$ cat config.mk
export PLATFORM = sky130hd
export DESIGN_NAME = hex_float_formatter
export DESIGN_NICKNAME = d
export VERILOG_FILES = /design/src/hff_pkg.sv /design/src/hff_decode.sv /design/src/hff_round.sv /design/src/hff_layout.sv /design/src/hff_emit.sv /design/src/hex_float_formatter.sv
export SDC_FILE = /design/constraint.sdc
export NUM_CORES = 1
export LEC_CHECK = 0
export BUFFER_PORTS_ARGS = -buffer_cell sky130_fd_sc_hd__buf_2
export CORE_UTILIZATION = 61
export DETAILED_ROUTE_END_ITERATION = 8
export PLACE_DENSITY = 0.91
export SLEW_MARGIN = 25
export SYNTH_ARGS = -nofsm -noshare
export SYNTH_HDL_FRONTEND = slang
export SYNTH_SLANG_ARGS = --single-unit
$ cat constraint.sdc
create_clock -name aclk -period 9.9 [get_ports aclk]
set_input_delay 0.495 -clock aclk [delete_from_list [all_inputs] [get_ports aclk]]
set_output_delay 0.495 -clock aclk [all_outputs]
set_load 0.1 [all_outputs]
$ cat src/hff_pkg.sv
// Shared types, constants and register codes of the hex float formatter.
package hff_pkg;

    localparam int MAX_FIELD_WIDTH = 63;
    localparam int PREC_MAX        = 52;
    localparam int FRAC_NIBBLES    = 13;
    localparam int EXP_BIAS        = 1023;

    localparam logic [10:0] EXP_ALL_ONES = 11'h7FF;

    localparam logic [1:0] SIGN_MINUS = 2'd0;
    localparam logic [1:0] SIGN_PLUS  = 2'd1;
    localparam logic [1:0] SIGN_SPACE = 2'd2;

    localparam logic [1:0] PAD_SPACE = 2'd0;
    localparam logic [1:0] PAD_ZERO  = 2'd1;
    localparam logic [1:0] PAD_LEFT  = 2'd2;

    localparam logic [2:0] REG_SIGN_MODE       = 3'd0;
    localparam logic [2:0] REG_ALTERNATE_FORM  = 3'd1;
    localparam logic [2:0] REG_PRECISION_GIVEN = 3'd2;
    localparam logic [2:0] REG_PRECISION       = 3'd3;
    localparam logic [2:0] REG_FIELD_WIDTH     = 3'd4;
    localparam logic [2:0] REG_PAD_MODE        = 3'd5;
    localparam logic [2:0] REG_UPPERCASE       = 3'd6;

    typedef struct packed {
        logic [1:0] sign_mode;
        logic       alternate_form;
        logic       precision_given;
        logic [5:0] precision;
        logic [5:0] field_width;
        logic [1:0] pad_mode;
        logic       uppercase;
    } cfg_t;

    // After classification and the rounding decision.
    typedef struct packed {
        logic        neg;
        logic        special;
        logic        nan;
        logic        use_prec;
        logic [5:0]  prec;
        logic        exp_neg;
        logic [9:0]  exp_mag;
        logic [52:0] trunc;
        logic [52:0] inc;
    } dec_t;

    // After the rounding add, trimming and the first exponent digits.
    typedef struct packed {
        logic        neg;
        logic        special;
        logic        nan;
        logic [53:0] kept;
        logic [5:0]  digits;
        logic        exp_neg;
        logic        exp_th;
        logic [3:0]  exp_h;
        logic [6:0]  exp_r;
        logic [2:0]  nd;
    } rnd_t;

    // Character layout of one value, consumed by the emitter.
    typedef struct packed {
        logic        special;
        logic        nan;
        logic        upper;
        logic        has_sign;
        logic [7:0]  sign_ch;
        logic [1:0]  lead;
        logic [51:0] frac;
        logic        has_point;
        logic [5:0]  frac_start;
        logic [5:0]  p_pos;
        logic [5:0]  exp_last;
        logic        exp_neg;
        logic [3:0][3:0] ed;
        logic [5:0]  pad_start;
        logic [5:0]  pad;
        logic        pad_zero;
        logic [5:0]  total;
    } lay_t;

endpackage

$ cat src/hff_decode.sv
// First stage: field split, exponent, and round-to-nearest-even decision.
module hff_decode import hff_pkg::*; (
    input  logic        aclk,
    input  logic        aresetn,
    input  logic        en,
    input  logic        in_valid,
    input  logic [63:0] value_bits,
    input  cfg_t        cfg,
    output logic        out_valid,
    output dec_t        out_rec
);

    logic        valid_reg;
    dec_t        rec_reg, rec_next;
    logic [51:0] frac;
    logic [10:0] bexp;
    logic [52:0] full, lowmask, half, inc, rem;
    logic [5:0]  prec_sat, sh;
    logic        round, up;

    always_comb begin
        frac     = value_bits[51:0];
        bexp     = value_bits[62:52];
        full     = (bexp == 11'd0) ? {1'b0, frac} : {1'b1, frac};
        prec_sat = (cfg.precision > 6'(PREC_MAX)) ? 6'(PREC_MAX) : cfg.precision;
        round    = cfg.precision_given && (prec_sat < 6'(FRAC_NIBBLES));
        sh       = 6'd52 - {prec_sat[3:0], 2'b00};
        inc      = 53'd1 << sh;
        half     = 53'd1 << (sh - 6'd1);
        lowmask  = inc - 53'd1;
        rem      = full & lowmask;
        up       = (rem > half) || ((rem == half) && ((full & inc) != 53'd0));

        rec_next.neg      = value_bits[63];
        rec_next.special  = (bexp == EXP_ALL_ONES);
        rec_next.nan      = (frac != 52'd0);
        rec_next.use_prec = cfg.precision_given;
        rec_next.prec     = prec_sat;
        if (round) begin
            rec_next.trunc = full & ~lowmask;
            rec_next.inc   = up ? inc : 53'd0;
        end else begin
            rec_next.trunc = full;
            rec_next.inc   = 53'd0;
        end
        if (bexp == 11'd0) begin
            rec_next.exp_neg = (frac != 52'd0);
            rec_next.exp_mag = (frac != 52'd0) ? 10'(EXP_BIAS - 1) : 10'd0;
        end else if (bexp < 11'(EXP_BIAS)) begin
            rec_next.exp_neg = 1'b1;
            rec_next.exp_mag = 10'(11'(EXP_BIAS) - bexp);
        end else begin
            rec_next.exp_neg = 1'b0;
            rec_next.exp_mag = 10'(bexp - 11'(EXP_BIAS));
        end
    end

    always_ff @(posedge aclk) begin
        if (!aresetn) begin
            valid_reg <= 1'b0;
        end else if (en) begin
            valid_reg <= in_valid;
        end
    end

    always_ff @(posedge aclk) begin
        if (en) begin
            rec_reg <= rec_next;
        end
    end

    assign out_valid = valid_reg;
    assign out_rec   = rec_reg;

endmodule

$ cat src/hff_round.sv
// Second stage: rounding add, trailing-zero trim and hundreds of the exponent.
module hff_round import hff_pkg::*; (
    input  logic aclk,
    input  logic aresetn,
    input  logic en,
    input  logic in_valid,
    input  dec_t in_rec,
    output logic out_valid,
    output rnd_t out_rec
);

    logic        valid_reg;
    rnd_t        rec_reg, rec_next;
    logic [5:0]  trim;
    logic [9:0]  r;
    logic [15:0] hprod;
    logic [3:0]  h;

    always_comb begin
        trim = 6'd0;
        for (int i = 1; i <= FRAC_NIBBLES; i++) begin
            if (in_rec.trunc[52 - 4 * i +: 4] != 4'd0) begin
                trim = 6'(i);
            end
        end
        r     = (in_rec.exp_mag >= 10'd1000) ? in_rec.exp_mag - 10'd1000 : in_rec.exp_mag;
        hprod = 16'(r) * 16'd41;
        h     = hprod[15:12];

        rec_next.neg     = in_rec.neg;
        rec_next.special = in_rec.special;
        rec_next.nan     = in_rec.nan;
        rec_next.kept    = {1'b0, in_rec.trunc} + {1'b0, in_rec.inc};
        rec_next.digits  = in_rec.use_prec ? in_rec.prec : trim;
        rec_next.exp_neg = in_rec.exp_neg;
        rec_next.exp_th  = (in_rec.exp_mag >= 10'd1000);
        rec_next.exp_h   = h;
        rec_next.exp_r   = 7'(r - 10'(h) * 10'd100);
        if (in_rec.exp_mag >= 10'd1000) begin
            rec_next.nd = 3'd4;
        end else if (in_rec.exp_mag >= 10'd100) begin
            rec_next.nd = 3'd3;
        end else if (in_rec.exp_mag >= 10'd10) begin
            rec_next.nd = 3'd2;
        end else begin
            rec_next.nd = 3'd1;
        end
    end

    always_ff @(posedge aclk) begin
        if (!aresetn) begin
            valid_reg <= 1'b0;
        end else if (en) begin
            valid_reg <= in_valid;
        end
    end

    always_ff @(posedge aclk) begin
        if (en) begin
            rec_reg <= rec_next;
        end
    end

    assign out_valid = valid_reg;
    assign out_rec   = rec_reg;

endmodule

$ cat src/hff_layout.sv
// Third stage: exponent digits, segment offsets, padding and total length.
module hff_layout import hff_pkg::*; (
    input  logic aclk,
    input  logic aresetn,
    input  logic en,
    input  logic in_valid,
    input  rnd_t in_rec,
    input  cfg_t cfg,
    output logic out_valid,
    output lay_t out_rec
);

    logic        valid_reg;
    lay_t        rec_reg, rec_next;
    logic [14:0] tprod;
    logic [3:0]  t;
    logic [6:0]  len;
    logic [5:0]  width;
    logic        sgn, pt;

    always_comb begin
        tprod = 15'(in_rec.exp_r) * 15'd205;
        t     = tprod[14:11];
        sgn   = in_rec.neg || (cfg.sign_mode == SIGN_PLUS) || (cfg.sign_mode == SIGN_SPACE);
        pt    = !in_rec.special && ((in_rec.digits != 6'd0) || cfg.alternate_form);
        width = (cfg.field_width > 6'(MAX_FIELD_WIDTH)) ? 6'(MAX_FIELD_WIDTH) : cfg.field_width;

        if (in_rec.special) begin
            len = 7'(sgn) + 7'd3;
        end else begin
            len = 7'(sgn) + 7'd5 + 7'(pt) + 7'(in_rec.digits) + 7'(in_rec.nd);
        end

        rec_next.special    = in_rec.special;
        rec_next.nan        = in_rec.nan;
        rec_next.upper      = cfg.uppercase;
        rec_next.has_sign   = sgn;
        rec_next.sign_ch    = in_rec.neg ? 8'h2D :
                              (cfg.sign_mode == SIGN_PLUS) ? 8'h2B : 8'h20;
        rec_next.lead       = in_rec.kept[53:52];
        rec_next.frac       = in_rec.kept[51:0];
        rec_next.has_point  = pt;
        rec_next.frac_start = 6'(sgn) + 6'd3 + 6'(pt);
        rec_next.p_pos      = 6'(sgn) + 6'd3 + 6'(pt) + in_rec.digits;
        rec_next.exp_last   = 6'(len - 7'd1);
        rec_next.exp_neg    = in_rec.exp_neg;
        rec_next.ed[0]      = 4'(in_rec.exp_r - 7'(t) * 7'd10);
        rec_next.ed[1]      = t;
        rec_next.ed[2]      = in_rec.exp_h;
        rec_next.ed[3]      = {3'd0, in_rec.exp_th};
        rec_next.pad        = (7'(width) > len) ? 6'(7'(width) - len) : 6'd0;
        rec_next.total      = (7'(width) > len) ? width : 6'(len);
        if (cfg.pad_mode == PAD_LEFT) begin
            rec_next.pad_start = 6'(len);
            rec_next.pad_zero  = 1'b0;
        end else if ((cfg.pad_mode == PAD_ZERO) && !in_rec.special) begin
            rec_next.pad_start = 6'(sgn) + 6'd2;
            rec_next.pad_zero  = 1'b1;
        end else begin
            rec_next.pad_start = 6'd0;
            rec_next.pad_zero  = 1'b0;
        end
    end

    always_ff @(posedge aclk) begin
        if (!aresetn) begin
            valid_reg <= 1'b0;
        end else if (en) begin
            valid_reg <= in_valid;
        end
    end

    always_ff @(posedge aclk) begin
        if (en) begin
            rec_reg <= rec_next;
        end
    end

    assign out_valid = valid_reg;
    assign out_rec   = rec_reg;

endmodule

$ cat src/hff_emit.sv
// Character sequencer: walks one layout record and drives the output register.
module hff_emit import hff_pkg::*; (
    input  logic       aclk,
    input  logic       aresetn,
    input  logic       in_valid,
    input  lay_t       in_rec,
    output logic       in_ready,
    output logic       m_tvalid,
    input  logic       m_tready,
    output logic [7:0] m_tdata,
    output logic       m_tlast
);

    logic       busy_reg;
    lay_t       rec_reg;
    logic [5:0] k_reg;
    logic       out_valid_reg;
    logic [7:0] out_char_reg;
    logic       out_last_reg;
    logic       out_en, issue, last, take;
    logic [6:0] pad_end;
    logic [5:0] j, fi, ei;
    logic [7:0] ch, hexc;
    logic [3:0] nib, ed_d;

    always_comb begin
        out_en  = !out_valid_reg || m_tready;
        issue   = busy_reg && out_en;
        last    = (k_reg == rec_reg.total - 6'd1);
        take    = !busy_reg || (issue && last);
        pad_end = 7'(rec_reg.pad_start) + 7'(rec_reg.pad);
        j       = (k_reg < rec_reg.pad_start) ? k_reg : k_reg - rec_reg.pad;
        fi      = j - rec_reg.frac_start;
        ei      = rec_reg.exp_last - j;
        ed_d    = rec_reg.ed[ei[1:0]];
        nib     = (fi < 6'(FRAC_NIBBLES)) ? rec_reg.frac[6'd48 - {fi[3:0], 2'b00} +: 4] : 4'd0;
        hexc    = (nib < 4'd10) ? 8'h30 + 8'(nib)
                                : (rec_reg.upper ? 8'h41 : 8'h61) + 8'(nib) - 8'd10;

        if ((k_reg >= rec_reg.pad_start) && (7'(k_reg) < pad_end)) begin
            ch = rec_reg.pad_zero ? 8'h30 : 8'h20;
        end else if (rec_reg.has_sign && (j == 6'd0)) begin
            ch = rec_reg.sign_ch;
        end else if (rec_reg.special) begin
            case (j - 6'(rec_reg.has_sign))
                6'd0:    ch = rec_reg.nan ? 8'h6E : 8'h69;
                6'd1:    ch = rec_reg.nan ? 8'h61 : 8'h6E;
                default: ch = rec_reg.nan ? 8'h6E : 8'h66;
            endcase
            if (rec_reg.upper) begin
                ch = ch - 8'h20;
            end
        end else if (j == 6'(rec_reg.has_sign)) begin
            ch = 8'h30;
        end else if (j == 6'(rec_reg.has_sign) + 6'd1) begin
            ch = rec_reg.upper ? 8'h58 : 8'h78;
        end else if (j == 6'(rec_reg.has_sign) + 6'd2) begin
            ch = 8'h30 + 8'(rec_reg.lead);
        end else if (j < rec_reg.frac_start) begin
            ch = 8'h2E;
        end else if (j < rec_reg.p_pos) begin
            ch = hexc;
        end else if (j == rec_reg.p_pos) begin
            ch = rec_reg.upper ? 8'h50 : 8'h70;
        end else if (j == rec_reg.p_pos + 6'd1) begin
            ch = rec_reg.exp_neg ? 8'h2D : 8'h2B;
        end else begin
            ch = 8'h30 + 8'(ed_d);
        end
    end

    always_ff @(posedge aclk) begin
        if (!aresetn) begin
            busy_reg      <= 1'b0;
            out_valid_reg <= 1'b0;
        end else begin
            if (out_en) begin
                out_valid_reg <= issue;
            end
            if (take) begin
                busy_reg <= in_valid;
            end
        end
    end

    always_ff @(posedge aclk) begin
        if (take) begin
            rec_reg <= in_rec;
            k_reg   <= 6'd0;
        end else if (issue) begin
            k_reg <= k_reg + 6'd1;
        end
        if (issue) begin
            out_char_reg <= ch;
            out_last_reg <= last;
        end
    end

    assign in_ready = take;
    assign m_tvalid = out_valid_reg;
    assign m_tdata  = out_char_reg;
    assign m_tlast  = out_last_reg;

endmodule

$ cat src/hex_float_formatter.sv
// Top level of the hex float formatter: register file, pipeline and emitter.
// An accepted value passes the decode, round and layout registers and the emitter's record
// and output registers. Throughput: one character per cycle unless m_tready stalls; a value
// is the larger of text length and field width (3 to 63 characters); values follow with no gap.
// Reset: aresetn is synchronous and active low; it empties the pipeline and the output
// register and clears the configuration registers to zero.
module hex_float_formatter import hff_pkg::*; (
    input  logic        aclk,
    input  logic        aresetn,
    // Input stream.
    input  logic        s_tvalid,
    output logic        s_tready,
    input  logic [63:0] s_tdata,   // [63:0] value_bits
    // Result stream.
    output logic        m_tvalid,
    input  logic        m_tready,
    output logic [7:0]  m_tdata,   // [7:0] out_char
    output logic        m_tlast,   // last_char
    // Configuration port.
    input  logic        psel,
    input  logic        penable,
    input  logic        pwrite,
    input  logic [4:0]  paddr,
    input  logic [31:0] pwdata,
    output logic [31:0] prdata,
    output logic        pready
);

    cfg_t cfg_reg;
    logic wr;

    // A register write completes in the access phase; pready is tied high.
    assign pready = 1'b1;
    assign wr     = psel && penable && pwrite;

    always_ff @(posedge aclk) begin
        if (!aresetn) begin
            cfg_reg <= '0;
        end else if (wr) begin
            unique case (paddr[4:2])
                REG_SIGN_MODE:       cfg_reg.sign_mode       <= pwdata[1:0];
                REG_ALTERNATE_FORM:  cfg_reg.alternate_form  <= pwdata[0];
                REG_PRECISION_GIVEN: cfg_reg.precision_given <= pwdata[0];
                REG_PRECISION:       cfg_reg.precision       <= pwdata[5:0];
                REG_FIELD_WIDTH:     cfg_reg.field_width     <= pwdata[5:0];
                REG_PAD_MODE:        cfg_reg.pad_mode        <= pwdata[1:0];
                REG_UPPERCASE:       cfg_reg.uppercase       <= pwdata[0];
                default: ;
            endcase
        end
    end

    always_comb begin
        unique case (paddr[4:2])
            REG_SIGN_MODE:       prdata = {30'd0, cfg_reg.sign_mode};
            REG_ALTERNATE_FORM:  prdata = {31'd0, cfg_reg.alternate_form};
            REG_PRECISION_GIVEN: prdata = {31'd0, cfg_reg.precision_given};
            REG_PRECISION:       prdata = {26'd0, cfg_reg.precision};
            REG_FIELD_WIDTH:     prdata = {26'd0, cfg_reg.field_width};
            REG_PAD_MODE:        prdata = {30'd0, cfg_reg.pad_mode};
            REG_UPPERCASE:       prdata = {31'd0, cfg_reg.uppercase};
            default:             prdata = 32'd0;
        endcase
    end

    // Each stage advances when it is empty or when the stage after it advances,
    // so a stall at the emitter backs up the pipeline without losing a transfer.
    logic d_valid, r_valid, l_valid, emit_ready;
    logic en_d, en_r, en_l;
    dec_t d_rec;
    rnd_t r_rec;
    lay_t l_rec;

    assign en_l     = !l_valid || emit_ready;
    assign en_r     = !r_valid || en_l;
    assign en_d     = !d_valid || en_r;
    assign s_tready = en_d;

    hff_decode u_decode (
        .aclk, .aresetn, .en(en_d), .in_valid(s_tvalid), .value_bits(s_tdata),
        .cfg(cfg_reg), .out_valid(d_valid), .out_rec(d_rec)
    );

    hff_round u_round (
        .aclk, .aresetn, .en(en_r), .in_valid(d_valid), .in_rec(d_rec),
        .out_valid(r_valid), .out_rec(r_rec)
    );

    hff_layout u_layout (
        .aclk, .aresetn, .en(en_l), .in_valid(r_valid), .in_rec(r_rec),
        .cfg(cfg_reg), .out_valid(l_valid), .out_rec(l_rec)
    );

    hff_emit u_emit (
        .aclk, .aresetn, .in_valid(l_valid), .in_rec(l_rec), .in_ready(emit_ready),
        .m_tvalid, .m_tready, .m_tdata, .m_tlast
    );

endmodule

==> flow_summary.toml <==
[sta]
setup_viol_count_final = 0
skew_ns = 0.01762
slew_viol_final = 0
fin_tns_setup_ns = 0
hold_violations = 0
relSlewSlack_pct = 32.07
timing.fmax_mhz = 158.0
final.period_utilization_pct = 63.91
layout_setup_ws_ns = 3.572
timing.final.crit_period_ns = 6.328
rsz0062_at_grt = "false"
worstMarginPinSlew_ns = 1.010

[pwr]
p_total_w = 0.005683
p_per_area_mw_per_mm2 = 230.6
p_leak_nw = 10.10
vdd_drop_max_uv = 196.1

[yosys]
synth_edf_count = 385
synth_mux_area_share_pct = 3.494
synth.cells.most_frequent = "385 x edfxtp_1, 163 x ha_1, 141 x inv_1"
synth_top_cell_area_share_pct = 51.57
synth.most_common_cell = "edfxtp_1"
synth-simple-area-share_pct = 12.31
synth_top_family_by_area = "simple AND/OR/NAND/NOR gates"
synth_xor_area_share_pct = 5.514
avgSynthCellArea_sq_um = 12.06
synth_cell_types = 84
syn_area_sq_mm = 0.02242
yosysSeqAreaShare_pct = 54.25
synth-compound-area-share_pct = 9.248
synth_fa_ha_area_share_pct = 11.06
yosys.area.top_type = "edfxtp_1"
synth_flop_cell = "edfxtp_1"
synth-async-reset-ratio_pct = 0
synth_seq_cells = 415
synthTopCellsByArea = "edfxtp_1 52%, ha_1 9.1%, xnor2_1 3.6%, dfxtp_1 2.7%, inv_1 2.4%"
ys_warn_count = 0
syn_inst = 1859

[detailed_routing]
wire_per_inst_um = 21.52
vias = 15570
wl_met3_um = 4292
highest_layer = "met4"
dr.pass1.iters = 8
antenna_left = 0
first_iter_violations = 1885
vias_per_cell = 6.328
wl_met1_um = 20450
met2_length_um = 25860
wl_um = 52950
drc = 0

[clocking]
clk_latency_ns = 0.54
post_cts_buffers = 0
h-tree-depth = 2
hold_buffers = 0
cts_resized = 0
numCtsBuffers = 41
cts-root-buf = "clkbuf_16"
cts_tree = "built"
clk_pin_slew_worst_paths_ns = 0.06
clock_path_buffers = 3
cts_sinks = 415

[global_routing]
grt_pass1_wl_um = 81810
grt_max_degree = 85
track_usage_pct = 27.64
grt_overflow = 0
grt_pass1_vias = 15280
antenna_found_initial = 0

[floorplan]
die_y_um = 193.7
die_width_um = 193.7
io_pins = 152
start_util_pct = 62.57
dieArea_sq_mm = 0.03752
core_sq_mm = 0.03583
fp-row-count = 69

[min_path]
hold_class = "in -> reg"

[final_layout]
nets = 2263
drive_gt1_share_pct = 11.21
antenna_cells = 0
synthToLayoutAreaGrowth_pct = 9.923
final_cells = 2460

[critical_path]
required_ns = 10.14
critPathCaptureType = "flip-flop"
critPathArrivalTime_ns = 6.57
crit_type = "reg -> reg"
startpoint_type = "flip-flop"
worstPathMaxFanout = 24

[place]
dp_slack_ns = 3.467
gp_congestion = 0.9922
placed_cells = 2386
dpl.hpwl_um = 36510
port_buffers = 95

[run_status]
status = "complete, no violations"

[job]
max-cap-violations = 0
logic make-up (layout without fill, tap and decap cells):
family | count (synthesis) | after routing
xor gates and xnor gates | 137 | 137
and+or+nand+nor | 539 | 539
AOI/OAI and AO/OA | 308 | 308
buffers and inverters | 214 | 328
muxes | 59 | 59
other | 2 | 28
DFF | 415 | 415
adders and majority gates | 185 | 185
cell type report:
type	instances	area, sq um
clock buffer	57	1116
clock inverter	15	121.4
fill	2240	11180
inverter	143	538.0
multi-input combinational	1256	9479
sequential	415	12160
tap	461	576.8
timing repair buffer	113	650.6
final timing paths:
| kind | start | endpoint | slack (ns) | depth (start not counted) |
|---|---|---|---|---|
| worst max register to register | cfg_reg[14] | u_decode.out_rec[36] | 3.57 | 18 |
| worst max-delay path | cfg_reg[14] | u_decode.out_rec[36] | 3.57 | 18 |
| worst min-delay path | s_tdata[63] | u_decode.out_rec[126] | 0.13 | 1 |
| worst min register to register | u_round.out_rec[46] | u_layout.out_rec[79] | 0.41 | 0 |
per-stage QoR:
step                      hold WS (ns)  utilization, %  instance area, sq um
after floorplan                 0.4003               -                 22520
after global placement          0.4012           65.15                 23340
after detailed placement        0.4045           65.15                 23340
after CTS                       0.1128           68.60                 24580
after global routing            0.1226           68.78                 24640
final                           0.1272           68.78                 24640
report_power, final:
group	switching [W]	total, W	internal [W]
clock	0.000638	0.00146	0.000818
sequential	0.0000905	0.00227	0.00217
combinational	0.00110	0.00196	0.000864
total	0.00183	0.00568	0.00386
cells in the final DEF, fill, tap and decap left out, drive strengths merged, types with 14 or more instances in the layout:
cell,Yosys,layout
buf,34,113
mux4,14,14
a21boi,16,16
and2,31,31
mux2i,41,41
inv,142,145
ha,163,163
a21o,34,34
dfxtp,30,30
xor2,42,42
nand2,116,116
clkbuf,37,57
nand2b,17,17
and3,15,15
fa,22,22
o21ai,62,62
nor4,28,28
nor2b,68,68
xnor2,93,93
nor3,29,29
a21oi,71,71
nor2,120,120
edfxtp,385,385
nand3,43,43
nand4,30,30
conb,2,28
a31oi,18,18
routing by layer:
layer  up-vias  GRT usage [%]
met1      7403          35.49
met2       952          47.24
li1       6995              -
met5         -              0
met3       216          3.583
met4         0          12.03
worst max-delay path, stage by stage (launching register included):
cell and delay (ns):
dfxtp_1 0.57, o211ai_1 0.40, nand2_1 0.41, clkinv_1 0.47
ha_1 0.45, xor2_2 0.17, buf_4 0.32, nand2_1 0.18
ha_1 0.40, buf_4 0.28, inv_1 0.27, nor2_1 0.13
a2111oi_0 0.41, o211ai_1 0.13, a211oi_1 0.35, nand4_1 0.18
mux2i_1 0.16, a21oi_2 0.60, nor4_1 0.14
(Power assumes the default switching activity.)
